===== src/rtl/alle_pkg.sv =====
// shared types, constants and beat layout of the array linked list engine
package alle_pkg;

   localparam int ALLE_CAPACITY     = 32;
   localparam int ALLE_PAYLOAD_BITS = 32;

   // longest dump, in result beats
   localparam int DUMP_MAX   = 32;
   localparam int DUMP_CNT_W = $clog2(DUMP_MAX);

   // field widths of the stream beats
   localparam int ACTION_W      = 2;
   localparam int DATA_W        = 32;
   localparam int SLOT_FIELD_W  = 5;
   localparam int STATUS_W      = 2;
   localparam int COUNT_FIELD_W = 6;

   localparam int REQ_TDATA_W = 40;
   localparam int REQ_TUSER_W = ACTION_W;
   localparam int RSP_TDATA_W = 48;
   localparam int RSP_USED_W  = STATUS_W + SLOT_FIELD_W + DATA_W + COUNT_FIELD_W;

   typedef enum logic [ACTION_W-1:0] {
      ACT_INSERT  = 2'd0,
      ACT_REMOVE  = 2'd1,
      ACT_DUMP    = 2'd2,
      ACT_UNKNOWN = 2'd3
   } action_type;

   typedef enum logic [STATUS_W-1:0] {
      STAT_OK       = 2'd0,
      STAT_FULL     = 2'd1,
      STAT_NOT_USED = 2'd2,
      STAT_EMPTY    = 2'd3
   } status_type;

   typedef struct packed {
      logic       capture;
      logic       ins_rd;
      logic       ins_link;
      logic       ins_tail;
      logic       rem_rd;
      logic       rem_fwd;
      logic       rem_back;
      logic       rem_free;
      logic       dmp_rd;
      logic       rsp_load;
      logic       rsp_dump;
      status_type rsp_status;
   } cmd_type;

   typedef struct packed {
      logic [ACTION_W-1:0] action;
      logic                fh_nil;
      logic                slot_bad;
      logic                head_nil;
      logic                out_free;
      logic                dmp_last;
   } flag_type;

endpackage


===== src/rtl/array_linked_list_engine_core.sv =====
// top level of the array linked list engine
//
// A pool of CAPACITY slots holds a doubly linked list; unused slots sit on a
// free chain, slot 0 first after reset. Each req_ beat carries one command in
// req_tuser: insert a payload at the tail, remove a slot by handle, or dump
// the list from head to tail. Each insert, remove or dump gives rsp_ beats;
// the final one of a command has rsp_tlast high. Action code 3 is taken and dropped.
//
// One command is worked on at a time; req_tready is high only while the
// controller is idle. An insert steps through read, link and tail states, a
// remove through read, forward, back and free, a rejected command straight
// to the result; all follow the dependent reads and writes on the single
// write port link memories. A dump works each entry as link read, result load.
//
// The result sits in an output register, so the next command is taken while
// the last result waits. When rsp_tready is low the engine holds in its
// result state until the register is free. Reset (synchronous) empties the
// list at once, with no clearing pass.
module array_linked_list_engine_core
   import alle_pkg::*;
#(
   parameter int CAPACITY     = ALLE_CAPACITY,
   parameter int PAYLOAD_BITS = ALLE_PAYLOAD_BITS
) (
   input  logic                   clock,
   input  logic                   reset,
   input  logic                   req_tvalid,
   output logic                   req_tready,
   input  logic [REQ_TDATA_W-1:0] req_tdata,   // payload_in, slot_in
   input  logic [REQ_TUSER_W-1:0] req_tuser,   // action
   output logic                   rsp_tvalid,
   input  logic                   rsp_tready,
   output logic [RSP_TDATA_W-1:0] rsp_tdata,   // status, slot_out, payload_out, entry_count
   output logic                   rsp_tlast
);

   cmd_type  cmd;
   flag_type flags;

   alle_ctrl u_ctrl (
      .clock      (clock),
      .reset      (reset),
      .req_tvalid (req_tvalid),
      .req_tready (req_tready),
      .flags      (flags),
      .cmd        (cmd)
   );

   alle_dp #(
      .CAPACITY     (CAPACITY),
      .PAYLOAD_BITS (PAYLOAD_BITS)
   ) u_dp (
      .clock      (clock),
      .reset      (reset),
      .req_tdata  (req_tdata),
      .req_tuser  (req_tuser),
      .rsp_tready (rsp_tready),
      .rsp_tvalid (rsp_tvalid),
      .rsp_tdata  (rsp_tdata),
      .rsp_tlast  (rsp_tlast),
      .cmd        (cmd),
      .flags      (flags)
   );

endmodule


===== src/rtl/alle_ram.sv =====
// generic single write port ram with registered read
module alle_ram
   import alle_pkg::*;
#(
   parameter int WIDTH = ALLE_PAYLOAD_BITS,
   parameter int DEPTH = ALLE_CAPACITY
) (
   input  logic                     clock,
   input  logic                     wr_en,
   input  logic [$clog2(DEPTH)-1:0] wr_addr,
   input  logic [WIDTH-1:0]         wr_data,
   input  logic                     rd_en,
   input  logic [$clog2(DEPTH)-1:0] rd_addr,
   output logic [WIDTH-1:0]         rd_data
);

   logic [WIDTH-1:0] mem_ff [DEPTH];
   logic [WIDTH-1:0] rd_data_ff;

   always_ff @(posedge clock) begin
      if (wr_en) begin
         mem_ff[wr_addr] <= wr_data;
      end
      if (rd_en) begin
         rd_data_ff <= mem_ff[rd_addr];
      end
   end

   assign rd_data = rd_data_ff;

endmodule


===== src/rtl/alle_ctrl.sv =====
// controller state machine sequencing insert, remove and dump
module alle_ctrl
   import alle_pkg::*;
(
   input  logic     clock,
   input  logic     reset,
   input  logic     req_tvalid,
   output logic     req_tready,
   input  flag_type flags,
   output cmd_type  cmd
);

   typedef enum logic [10:0] {
      ST_IDLE     = 11'b000_0000_0001,
      ST_INS_RD   = 11'b000_0000_0010,
      ST_INS_LINK = 11'b000_0000_0100,
      ST_INS_TAIL = 11'b000_0000_1000,
      ST_REM_RD   = 11'b000_0001_0000,
      ST_REM_FWD  = 11'b000_0010_0000,
      ST_REM_BACK = 11'b000_0100_0000,
      ST_REM_FREE = 11'b000_1000_0000,
      ST_DMP_RD   = 11'b001_0000_0000,
      ST_DMP_OUT  = 11'b010_0000_0000,
      ST_RESP     = 11'b100_0000_0000
   } state_type;

   state_type  state_ff, state_in;
   status_type status_ff, status_in;

   always_comb begin
      state_in   = state_ff;
      status_in  = status_ff;
      cmd        = '0;
      req_tready = (state_ff == ST_IDLE);
      case (state_ff)
         ST_IDLE: begin
            if (req_tvalid) begin
               cmd.capture = 1'b1;
               case (flags.action)
                  ACT_INSERT: begin
                     if (flags.fh_nil) begin
                        status_in = STAT_FULL;
                        state_in  = ST_RESP;
                     end else begin
                        state_in = ST_INS_RD;
                     end
                  end
                  ACT_REMOVE: begin
                     if (flags.slot_bad) begin
                        status_in = STAT_NOT_USED;
                        state_in  = ST_RESP;
                     end else begin
                        state_in = ST_REM_RD;
                     end
                  end
                  ACT_DUMP: begin
                     if (flags.head_nil) begin
                        status_in = STAT_EMPTY;
                        state_in  = ST_RESP;
                     end else begin
                        state_in = ST_DMP_RD;
                     end
                  end
                  default: state_in = ST_IDLE;
               endcase
            end
         end
         ST_INS_RD: begin
            cmd.ins_rd = 1'b1;
            state_in   = ST_INS_LINK;
         end
         ST_INS_LINK: begin
            cmd.ins_link = 1'b1;
            state_in     = ST_INS_TAIL;
         end
         ST_INS_TAIL: begin
            cmd.ins_tail = 1'b1;
            status_in    = STAT_OK;
            state_in     = ST_RESP;
         end
         ST_REM_RD: begin
            cmd.rem_rd = 1'b1;
            state_in   = ST_REM_FWD;
         end
         ST_REM_FWD: begin
            cmd.rem_fwd = 1'b1;
            state_in    = ST_REM_BACK;
         end
         ST_REM_BACK: begin
            cmd.rem_back = 1'b1;
            state_in     = ST_REM_FREE;
         end
         ST_REM_FREE: begin
            cmd.rem_free = 1'b1;
            status_in    = STAT_OK;
            state_in     = ST_RESP;
         end
         ST_DMP_RD: begin
            cmd.dmp_rd = 1'b1;
            state_in   = ST_DMP_OUT;
         end
         ST_DMP_OUT: begin
            if (flags.out_free) begin
               cmd.rsp_load   = 1'b1;
               cmd.rsp_dump   = 1'b1;
               cmd.rsp_status = STAT_OK;
               state_in       = flags.dmp_last ? ST_IDLE : ST_DMP_RD;
            end
         end
         ST_RESP: begin
            if (flags.out_free) begin
               cmd.rsp_load   = 1'b1;
               cmd.rsp_status = status_ff;
               state_in       = ST_IDLE;
            end
         end
         default: state_in = ST_IDLE;
      endcase
   end

   always_ff @(posedge clock) begin
      if (reset) begin
         state_ff <= ST_IDLE;
      end else begin
         state_ff <= state_in;
      end
      status_ff <= status_in;
   end

endmodule


===== src/rtl/alle_dp.sv =====
// datapath: link and payload memories, list pointers and the result register
module alle_dp
   import alle_pkg::*;
#(
   parameter int CAPACITY     = ALLE_CAPACITY,
   parameter int PAYLOAD_BITS = ALLE_PAYLOAD_BITS
) (
   input  logic                   clock,
   input  logic                   reset,
   input  logic [REQ_TDATA_W-1:0] req_tdata,
   input  logic [REQ_TUSER_W-1:0] req_tuser,
   input  logic                   rsp_tready,
   output logic                   rsp_tvalid,
   output logic [RSP_TDATA_W-1:0] rsp_tdata,
   output logic                   rsp_tlast,
   input  cmd_type                cmd,
   output flag_type               flags
);

   localparam int SLOT_W = $clog2(CAPACITY);
   localparam int LINK_W = $clog2(CAPACITY + 1);
   localparam int CNT_W  = LINK_W;
   localparam logic [LINK_W-1:0] NIL = LINK_W'(CAPACITY);

   // request fields
   logic [DATA_W-1:0]       payload_in;
   logic [SLOT_FIELD_W-1:0] slot_in;
   logic [ACTION_W-1:0]     action;

   // list state
   logic [LINK_W-1:0]   head_ff, head_in;
   logic [LINK_W-1:0]   tail_ff, tail_in;
   logic [LINK_W-1:0]   fh_ff, fh_in;
   logic [CNT_W-1:0]    count_ff, count_in;
   logic [CAPACITY-1:0] in_use_ff, in_use_in;
   logic [CAPACITY-1:0] nv_ff, nv_in;

   // working registers
   logic [LINK_W-1:0]       cur_ff, cur_in;
   logic [PAYLOAD_BITS-1:0] pay_ff, pay_in;
   logic [LINK_W-1:0]       p_ff, p_in;
   logic [LINK_W-1:0]       n_ff, n_in;
   logic [DUMP_CNT_W-1:0]   k_ff, k_in;
   logic                    nrd_v_ff;
   logic [SLOT_W-1:0]       nrd_a_ff;

   // result register
   logic                     rsp_valid_ff, rsp_valid_in;
   status_type               rsp_status_ff;
   logic [SLOT_FIELD_W-1:0]  rsp_slot_ff, rsp_slot_in;
   logic [DATA_W-1:0]        rsp_pay_ff, rsp_pay_in;
   logic [COUNT_FIELD_W-1:0] rsp_cnt_ff;
   logic                     rsp_last_ff, rsp_last_in;

   // memory ports
   logic                    nwr_en, prwr_en;
   logic [SLOT_W-1:0]       nwr_addr, prwr_addr;
   logic [LINK_W-1:0]       nwr_data, prwr_data;
   logic                    nrd_en;
   logic [SLOT_W-1:0]       nrd_addr;
   logic [LINK_W-1:0]       next_rdata, prev_rdata;
   logic [PAYLOAD_BITS-1:0] pay_rdata;

   // width adaptation
   logic [SLOT_W+SLOT_FIELD_W-1:0]       slot_ext;
   logic [LINK_W+SLOT_FIELD_W-1:0]       slot_link_ext;
   logic [LINK_W+SLOT_FIELD_W-1:0]       cur_ext;
   logic [PAYLOAD_BITS+DATA_W-1:0]       pay_in_ext;
   logic [PAYLOAD_BITS+DATA_W-1:0]       pay_out_ext;
   logic [CNT_W+COUNT_FIELD_W-1:0]       cnt_ext;
   logic [SLOT_W-1:0]                    slot_idx;
   logic [LINK_W-1:0]                    slot_link;
   logic [LINK_W-1:0]                    next_val;
   logic                                 dmp_last;

   logic [SLOT_W-1:0] cur_idx, tail_idx, fh_idx, p_rd_idx, n_idx;

   assign payload_in = req_tdata[DATA_W-1:0];
   assign slot_in    = req_tdata[DATA_W+SLOT_FIELD_W-1:DATA_W];
   assign action     = req_tuser;

   assign slot_ext      = {{SLOT_W{1'b0}}, slot_in};
   assign slot_idx      = slot_ext[SLOT_W-1:0];
   assign slot_link_ext = {{LINK_W{1'b0}}, slot_in};
   assign slot_link     = slot_link_ext[LINK_W-1:0];
   assign pay_in_ext    = {{PAYLOAD_BITS{1'b0}}, payload_in};
   assign pay_out_ext   = {{DATA_W{1'b0}}, pay_rdata};
   assign cur_ext       = {{SLOT_FIELD_W{1'b0}}, cur_ff};
   assign cnt_ext       = {{COUNT_FIELD_W{1'b0}}, count_ff};

   assign cur_idx  = cur_ff[SLOT_W-1:0];
   assign tail_idx = tail_ff[SLOT_W-1:0];
   assign fh_idx   = fh_ff[SLOT_W-1:0];
   assign p_rd_idx = prev_rdata[SLOT_W-1:0];
   assign n_idx    = n_ff[SLOT_W-1:0];

   // a never written next link reads as its reset value, the following slot
   assign next_val = nrd_v_ff ? next_rdata : LINK_W'({1'b0, nrd_a_ff}) + LINK_W'(1);
   assign dmp_last = (next_val == NIL) || (k_ff == DUMP_CNT_W'(DUMP_MAX - 1));

   assign flags.action   = action;
   assign flags.fh_nil   = (fh_ff == NIL);
   assign flags.slot_bad = (32'(slot_in) >= 32'(CAPACITY)) || !in_use_ff[slot_idx];
   assign flags.head_nil = (head_ff == NIL);
   assign flags.out_free = !rsp_valid_ff || rsp_tready;
   assign flags.dmp_last = dmp_last;

   always_comb begin
      nwr_en    = 1'b0;
      nwr_addr  = cur_idx;
      nwr_data  = NIL;
      prwr_en   = 1'b0;
      prwr_addr = cur_idx;
      prwr_data = tail_ff;
      nrd_en    = 1'b0;
      nrd_addr  = cur_idx;
      head_in   = head_ff;
      tail_in   = tail_ff;
      fh_in     = fh_ff;
      count_in  = count_ff;
      in_use_in = in_use_ff;
      cur_in    = cur_ff;
      pay_in    = pay_ff;
      p_in      = p_ff;
      n_in      = n_ff;
      k_in      = k_ff;

      if (cmd.capture) begin
         pay_in = pay_in_ext[PAYLOAD_BITS-1:0];
         k_in   = '0;
         case (action)
            ACT_INSERT: cur_in = fh_ff;
            ACT_REMOVE: cur_in = slot_link;
            default:    cur_in = head_ff;
         endcase
      end

      if (cmd.ins_rd || cmd.rem_rd || cmd.dmp_rd) begin
         nrd_en = 1'b1;
      end

      if (cmd.ins_link) begin
         fh_in     = next_val;
         nwr_en    = 1'b1;
         prwr_en   = 1'b1;
      end

      if (cmd.ins_tail) begin
         if (head_ff == NIL) begin
            head_in = cur_ff;
         end else begin
            nwr_en   = 1'b1;
            nwr_addr = tail_idx;
            nwr_data = cur_ff;
         end
         tail_in            = cur_ff;
         in_use_in[cur_idx] = 1'b1;
         count_in           = count_ff + CNT_W'(1);
      end

      if (cmd.rem_fwd) begin
         p_in = prev_rdata;
         n_in = next_val;
         if (prev_rdata != NIL) begin
            nwr_en   = 1'b1;
            nwr_addr = p_rd_idx;
            nwr_data = next_val;
         end else begin
            head_in = next_val;
         end
         nrd_en   = (fh_ff != NIL);
         nrd_addr = fh_idx;
      end

      if (cmd.rem_back) begin
         if (n_ff != NIL) begin
            prwr_en   = 1'b1;
            prwr_addr = n_idx;
            prwr_data = p_ff;
         end else begin
            tail_in = p_ff;
         end
         nwr_en   = 1'b1;
         nwr_data = (fh_ff == NIL) ? NIL : next_val;
      end

      if (cmd.rem_free) begin
         if (fh_ff != NIL) begin
            nwr_en   = 1'b1;
            nwr_addr = fh_idx;
            nwr_data = cur_ff;
         end else begin
            fh_in = cur_ff;
         end
         in_use_in[cur_idx] = 1'b0;
         count_in           = count_ff - CNT_W'(1);
      end

      if (cmd.rsp_load && cmd.rsp_dump) begin
         cur_in = next_val;
         k_in   = k_ff + DUMP_CNT_W'(1);
      end
   end

   always_comb begin
      nv_in = nv_ff;
      if (nwr_en) begin
         nv_in[nwr_addr] = 1'b1;
      end
   end

   always_comb begin
      rsp_slot_in  = (cmd.rsp_status == STAT_OK) ? cur_ext[SLOT_FIELD_W-1:0] : '0;
      rsp_pay_in   = cmd.rsp_dump ? pay_out_ext[DATA_W-1:0] : '0;
      rsp_last_in  = cmd.rsp_dump ? dmp_last : 1'b1;
      rsp_valid_in = rsp_valid_ff && !rsp_tready;
      if (cmd.rsp_load) begin
         rsp_valid_in = 1'b1;
      end
   end

   always_ff @(posedge clock) begin
      if (reset) begin
         head_ff      <= NIL;
         tail_ff      <= NIL;
         fh_ff        <= '0;
         count_ff     <= '0;
         in_use_ff    <= '0;
         nv_ff        <= '0;
         rsp_valid_ff <= 1'b0;
      end else begin
         head_ff      <= head_in;
         tail_ff      <= tail_in;
         fh_ff        <= fh_in;
         count_ff     <= count_in;
         in_use_ff    <= in_use_in;
         nv_ff        <= nv_in;
         rsp_valid_ff <= rsp_valid_in;
      end
      cur_ff <= cur_in;
      pay_ff <= pay_in;
      p_ff   <= p_in;
      n_ff   <= n_in;
      k_ff   <= k_in;
      if (nrd_en) begin
         nrd_v_ff <= nv_ff[nrd_addr];
         nrd_a_ff <= nrd_addr;
      end
      if (cmd.rsp_load) begin
         rsp_status_ff <= cmd.rsp_status;
         rsp_slot_ff   <= rsp_slot_in;
         rsp_pay_ff    <= rsp_pay_in;
         rsp_cnt_ff    <= cnt_ext[COUNT_FIELD_W-1:0];
         rsp_last_ff   <= rsp_last_in;
      end
   end

   alle_ram #(
      .WIDTH (LINK_W),
      .DEPTH (CAPACITY)
   ) u_next_ram (
      .clock   (clock),
      .wr_en   (nwr_en),
      .wr_addr (nwr_addr),
      .wr_data (nwr_data),
      .rd_en   (nrd_en),
      .rd_addr (nrd_addr),
      .rd_data (next_rdata)
   );

   alle_ram #(
      .WIDTH (LINK_W),
      .DEPTH (CAPACITY)
   ) u_prev_ram (
      .clock   (clock),
      .wr_en   (prwr_en),
      .wr_addr (prwr_addr),
      .wr_data (prwr_data),
      .rd_en   (cmd.rem_rd),
      .rd_addr (cur_idx),
      .rd_data (prev_rdata)
   );

   alle_ram #(
      .WIDTH (PAYLOAD_BITS),
      .DEPTH (CAPACITY)
   ) u_payload_ram (
      .clock   (clock),
      .wr_en   (cmd.ins_link),
      .wr_addr (cur_idx),
      .wr_data (pay_ff),
      .rd_en   (cmd.dmp_rd),
      .rd_addr (cur_idx),
      .rd_data (pay_rdata)
   );

   assign rsp_tvalid = rsp_valid_ff;
   assign rsp_tlast  = rsp_last_ff;
   assign rsp_tdata  = {{(RSP_TDATA_W - RSP_USED_W){1'b0}},
                        rsp_cnt_ff, rsp_pay_ff, rsp_slot_ff, rsp_status_ff};

endmodule


===== config.mk =====
export PLATFORM = sky130hd
export DESIGN_NAME = array_linked_list_engine_core
export DESIGN_NICKNAME = d
export VERILOG_FILES = /design/src/rtl/alle_pkg.sv /design/src/rtl/array_linked_list_engine_core.sv /design/src/rtl/alle_ram.sv /design/src/rtl/alle_ctrl.sv /design/src/rtl/alle_dp.sv
export SDC_FILE = /design/constraint.sdc
export NUM_CORES = 2
export LEC_CHECK = 0
export BUFFER_PORTS_ARGS = -buffer_cell sky130_fd_sc_hd__clkbuf_2
export CAP_MARGIN = 25
export CORE_MARGIN = 2
export CORE_UTILIZATION = 60
export CTS_CLUSTER_SIZE = 28
export DETAILED_ROUTE_END_ITERATION = 10
export PLACE_DENSITY = 0.76
export SLEW_MARGIN = 20
export SYNTH_ARGS = -nofsm -noshare
export SYNTH_HDL_FRONTEND = slang
export SYNTH_HIERARCHICAL = 1
export SYNTH_SLANG_ARGS = --single-unit

===== constraint.sdc =====
create_clock -name clock -period 6.4 [get_ports clock]
set_clock_uncertainty 0.15 [all_clocks]
set_input_delay 0.96 -clock clock [delete_from_list [all_inputs] [get_ports clock]]
set_output_delay 0.96 -clock clock [all_outputs]
set_load 0.02 [all_outputs]

==> results.txt <==
The width of the chip is 336 um, and the worst endpoint required time is 6.76 ns. Entering global routing, the biggest net connects 131 pins. The post-synthesis cell area was 65900 um2. After the first detailed-routing iteration, the DRC count stood at 4029.

The tools report the type of origin of the critical path as a register. The final layout contains 4025 nets. The tree built by TritonCTS fans out to 1661 sinks. The slew of the pin with the lowest slew margin is 1.04 ns, and the portion of synthesized cell area occupied by the leading cell type is 71.1%. The area growth from synthesis to layout is 11.2%. In this run the static leakage power is 24.2 nW. Data arrival time of the worst path: 5.03 ns. The slowest stage of the critical path is the sky130_fd_sc_hd__inv_2 cell. The kind of cell with the highest combined delay along the critical path is multiplexers.

The number of max-slew violations in the final report is 0, and the post-cts sizing count is 0. The worst relative slew slack is 30.7%. Setup violations remaining at the end of the flow were counted as 0. After detailed routing, the average wire length per cell comes to 27.0 um. For this block, the via count after detailed routing is 35300.

VDD sags by at most 0.243 mV. The number of global-route vias before repair was 34600; the remaining global-route overflow was 0. The number of I/O pins is 97, and the number of synthesized register bits is 1661. Setup repair after global routing left no endpoint under its margin. STA classifies the critical path endpoint as a register. The number of failing hold endpoints at the final stage is 0. The logs give 0 for the antenna violation net count after detailed routing and 149 mm for the routed wire length. After filler insertion, the fill cell instance count of the layout stands at 7007. The cell count after synthesis was 3822. The tools report the global-route wire length before repair as 220 mm. The tools report the total half-perimeter wirelength after legalization and detailed placement as 85.6 mm. The clock slew seen by the registers of the worst setup and hold paths is 0.06 ns. The initial antenna violation count was 5. Max-cap violations in this run came to 0. In the final layout, the multi-input gates occupy 16000 um2. The initial utilization of the core area, before any placement, comes to 60.5%.

For this run, the leading register cell type out of synthesis is sky130_fd_sc_hd__edfxtp_1. For the finished layout, the period the worst path requires is 4.66 ns. CTS built an H-tree with a depth of 4. In this run the power density over the cells is 314 nW/um2.

The smallest setup slack after layout is 1.74 ns, and the global-route usage over all layers is 26.6%. Of the cells placed in the final design, the portion with a size suffix greater than 1 is 16.2%. The floorplan has 121 rows. In this run, placement finished with an instance count of 5209.

By area the synthesized netlist is led by sky130_fd_sc_hd__edfxtp_1 (71%), sky130_fd_sc_hd__mux2i_1 (8.1%), sky130_fd_sc_hd__mux4_2 (4.5%). At the later pin of the worst-skew pair, clock insertion delay measures 0.77 ns. Leading cell type by number of instances after synthesis: sky130_fd_sc_hd__edfxtp_1. The clock passes through at most 3 buffers. In this run the post-CTS setup repair buffer count came out at 0. Path class of the lowest-slack min-delay path: input pin to register.

The sequential cells in the finished layout cover a total of 48900 um2. The total design power is 23.0 mW, and the Yosys warning count is 6. Walking the worst path, the cells encountered are nor4_2 -> nand3b_1 -> nor4b_2 -> mux2i_2 -> buf_4 -> inv_2 -> buf_4 -> mux4_2 -> mux4_2 -> mux2_2. The flow ran to the end, and the final reports show no timing, DRC or antenna violations. The die covers 113000 um2. The pre-antenna-repair detailed-routing pass consisted of 5 iterations. The biggest fanout along the worst timing path is 33, and the worst setup timing slack at the placement stage is 1.74 ns. The async set-reset flop share out of synthesis was 0%. The type of the worst setup path is register to register.

For this run, the slowest stage of the critical path takes 0.59 ns. The root buffer cell chosen for the clock tree is sky130_fd_sc_hd__clkbuf_16. The die is 336 um tall.

In this run the tool buffered the top-level ports with 90 buffer cells. The number of buffer and inverter instances along the worst setup path was 3; the count of hold-fix buffers inserted at cts was 0. The average footprint of a synthesized cell came out at 17.3 um2. The congestion estimate from routability-driven global placement came to 0.900. In this run, synthesis inferred 1561 flip-flops with an integrated enable.

After floorplanning, the core was sized to cover 109000 um2. After layout, the worst path uses 72.9% of the clock period. The total clock buffers created by CTS is 161.

Of the synthesized area, sequential elements account for 74.1%. TritonCTS built the clock tree. For this run, the top clock speed supported by timing is 0.214 GHz.

Number of vias per cell: 6.40. By count the netlist is led by sky130_fd_sc_hd__edfxtp_1 (1561), sky130_fd_sc_hd__mux2i_1 (534), sky130_fd_sc_hd__nand2_1 (164), sky130_fd_sc_hd__nor2_1 (163), sky130_fd_sc_hd__a21oi_1 (160). Leaving out filler cells and counting taps, the final layout contains 5516. The post-synthesis cell type with the largest combined area was sky130_fd_sc_hd__edfxtp_1. The run gives 0 as the final routed DRC violation total. The unique cell type count in the Yosys netlist is 84, and the final sum of negative setup slack is 0 ns.
worst reg2reg max path, cell delays in order, from the launching register on:
cell and delay (ns):
sky130_fd_sc_hd__dfxtp_1 0.36, sky130_fd_sc_hd__nor4_2 0.44, sky130_fd_sc_hd__nand3b_1 0.25, sky130_fd_sc_hd__nor4b_2 0.40, sky130_fd_sc_hd__mux2i_2 0.11, sky130_fd_sc_hd__buf_4 0.25
sky130_fd_sc_hd__inv_2 0.61, sky130_fd_sc_hd__buf_4 0.45, sky130_fd_sc_hd__mux4_2 0.56, sky130_fd_sc_hd__mux4_2 0.54, sky130_fd_sc_hd__mux2_2 0.28
sequential cells by signal (all words and copies together) (netlist names), 11 cells and up:
| signal | count |
|---|---|
| u_dp/rsp_pay_ff | 32 |
| u_dp/in_use_ff | 32 |
| u_dp/pay_ff | 32 |
| u_ctrl/state_ff | 11 |
| u_dp/u_payload_ram/rd_data | 32 |
| u_dp/u_payload_ram/mem_ff | 1024 |
| u_dp/u_next_ram/mem_ff | 192 |
| u_dp/u_prev_ram/mem_ff | 192 |
| u_dp/nv_ff | 32 |
cells by family (layout without fill, tap and decap cells):
group                    count (synthesis)  after routing  synth area share (%)
flip-flops                            1661           1661                  74.1
XOR/XNOR                                14             14                 0.186
AO/OA/AOI/OAI                          535            535                  5.54
adder cells (fa/ha/maj)                 12             12                 0.239
AND/OR/NAND/NOR                        636            636                  4.75
multiplexers                           690            690                  13.0
buffers and inverters                  273            548                  2.13
other                                    1              6               0.00569
path summary, 6_finish.rpt:
path | depth (start not counted) | slack (ns) | start | to
min | 1 | 0.21 | req_tdata[14] | u_dp/pay_ff[14]
max reg2reg | 10 | 1.74 | u_ctrl/state_ff[0] | u_dp/u_next_ram/rd_data[3]
max | 10 | 1.74 | u_ctrl/state_ff[0] | u_dp/u_next_ram/rd_data[3]
min reg2reg | 0 | 0.31 | u_dp/count_ff[5] | u_dp/rsp_cnt_ff[5]
metrics by stage:
step           hold slack, ns  cell area (um2)  util, %
2_1_floorplan           0.268            66000        -
4_1_cts                 0.163            73200     67.1
3_3_place_gp            0.302            68000     62.4
6_report                0.212            73400     67.3
3_5_place_dp            0.299            68100     62.5
5_1_grt                 0.179            73400     67.3
placed cells by master (no fill, tap or decap), types with 8 or more instances in the layout:
| master | synthesis | layout |
|---|---|---|
| sky130_fd_sc_hd__a31oi_1 | 34 | 34 |
| sky130_fd_sc_hd__and3_1 | 13 | 13 |
| sky130_fd_sc_hd__nand3_1 | 109 | 109 |
| sky130_fd_sc_hd__ha_1 | 11 | 11 |
| sky130_fd_sc_hd__a211oi_1 | 59 | 59 |
| sky130_fd_sc_hd__or3b_2 | 9 | 9 |
| sky130_fd_sc_hd__mux4_2 | 132 | 132 |
| sky130_fd_sc_hd__edfxtp_1 | 1561 | 1561 |
| sky130_fd_sc_hd__nor2_1 | 163 | 128 |
| sky130_fd_sc_hd__clkbuf_1 | 97 | 35 |
| sky130_fd_sc_hd__nor3_1 | 52 | 50 |
| sky130_fd_sc_hd__nand2b_1 | 10 | 8 |
| sky130_fd_sc_hd__inv_1 | 61 | 58 |
| sky130_fd_sc_hd__bufinv_16 | 0 | 10 |
| sky130_fd_sc_hd__clkbuf_16 | 0 | 165 |
| sky130_fd_sc_hd__nand3b_1 | 25 | 25 |
| sky130_fd_sc_hd__clkinv_2 | 0 | 29 |
| sky130_fd_sc_hd__a22oi_1 | 96 | 96 |
| sky130_fd_sc_hd__o22ai_2 | 8 | 8 |
| sky130_fd_sc_hd__and2_1 | 42 | 41 |
| sky130_fd_sc_hd__nand2_1 | 164 | 163 |
| sky130_fd_sc_hd__buf_16 | 0 | 8 |
| sky130_fd_sc_hd__o22ai_1 | 27 | 27 |
| sky130_fd_sc_hd__buf_4 | 39 | 85 |
| sky130_fd_sc_hd__a22o_1 | 69 | 69 |
| sky130_fd_sc_hd__clkinv_1 | 0 | 40 |
| sky130_fd_sc_hd__o21ai_0 | 36 | 30 |
| sky130_fd_sc_hd__mux2_2 | 22 | 22 |
| sky130_fd_sc_hd__nor2_4 | 0 | 35 |
| sky130_fd_sc_hd__mux2i_1 | 534 | 534 |
| sky130_fd_sc_hd__a21oi_1 | 160 | 158 |
| sky130_fd_sc_hd__clkbuf_2 | 0 | 93 |
| sky130_fd_sc_hd__xnor2_1 | 8 | 8 |
| sky130_fd_sc_hd__dfxtp_1 | 100 | 100 |
power breakdown:
group | switching (mW) | leakage [nW] | internal [mW] | total [mW]
clock network | 3.92 | 2.47 | 5.14 | 9.06
registers | 0.205 | 14.8 | 12.0 | 12.2
logic | 1.09 | 6.95 | 0.650 | 1.74
final cells by class:
class / instances / area share (%)
antenna: 3 / 0.0102
timing repair buffer: 191 / 1.92
tap: 1414 / 2.41
clock buffer: 200 / 5.81
multi-input combinational: 1890 / 21.8
clock inverter: 95 / 1.07
inverter: 62 / 0.317
sequential: 1661 / 66.6
metal layers:
layer  up-vias  track usage, %  part of all wire, %
met1     17900            37.9                   40
met3       260            4.74                  8.8
met2      1654            41.6                   48
met5         -               0                0.011
met4         2            9.63                  3.1
li1      15400               -                    -
No activity file was read; power rests on OpenSTA's default activity.
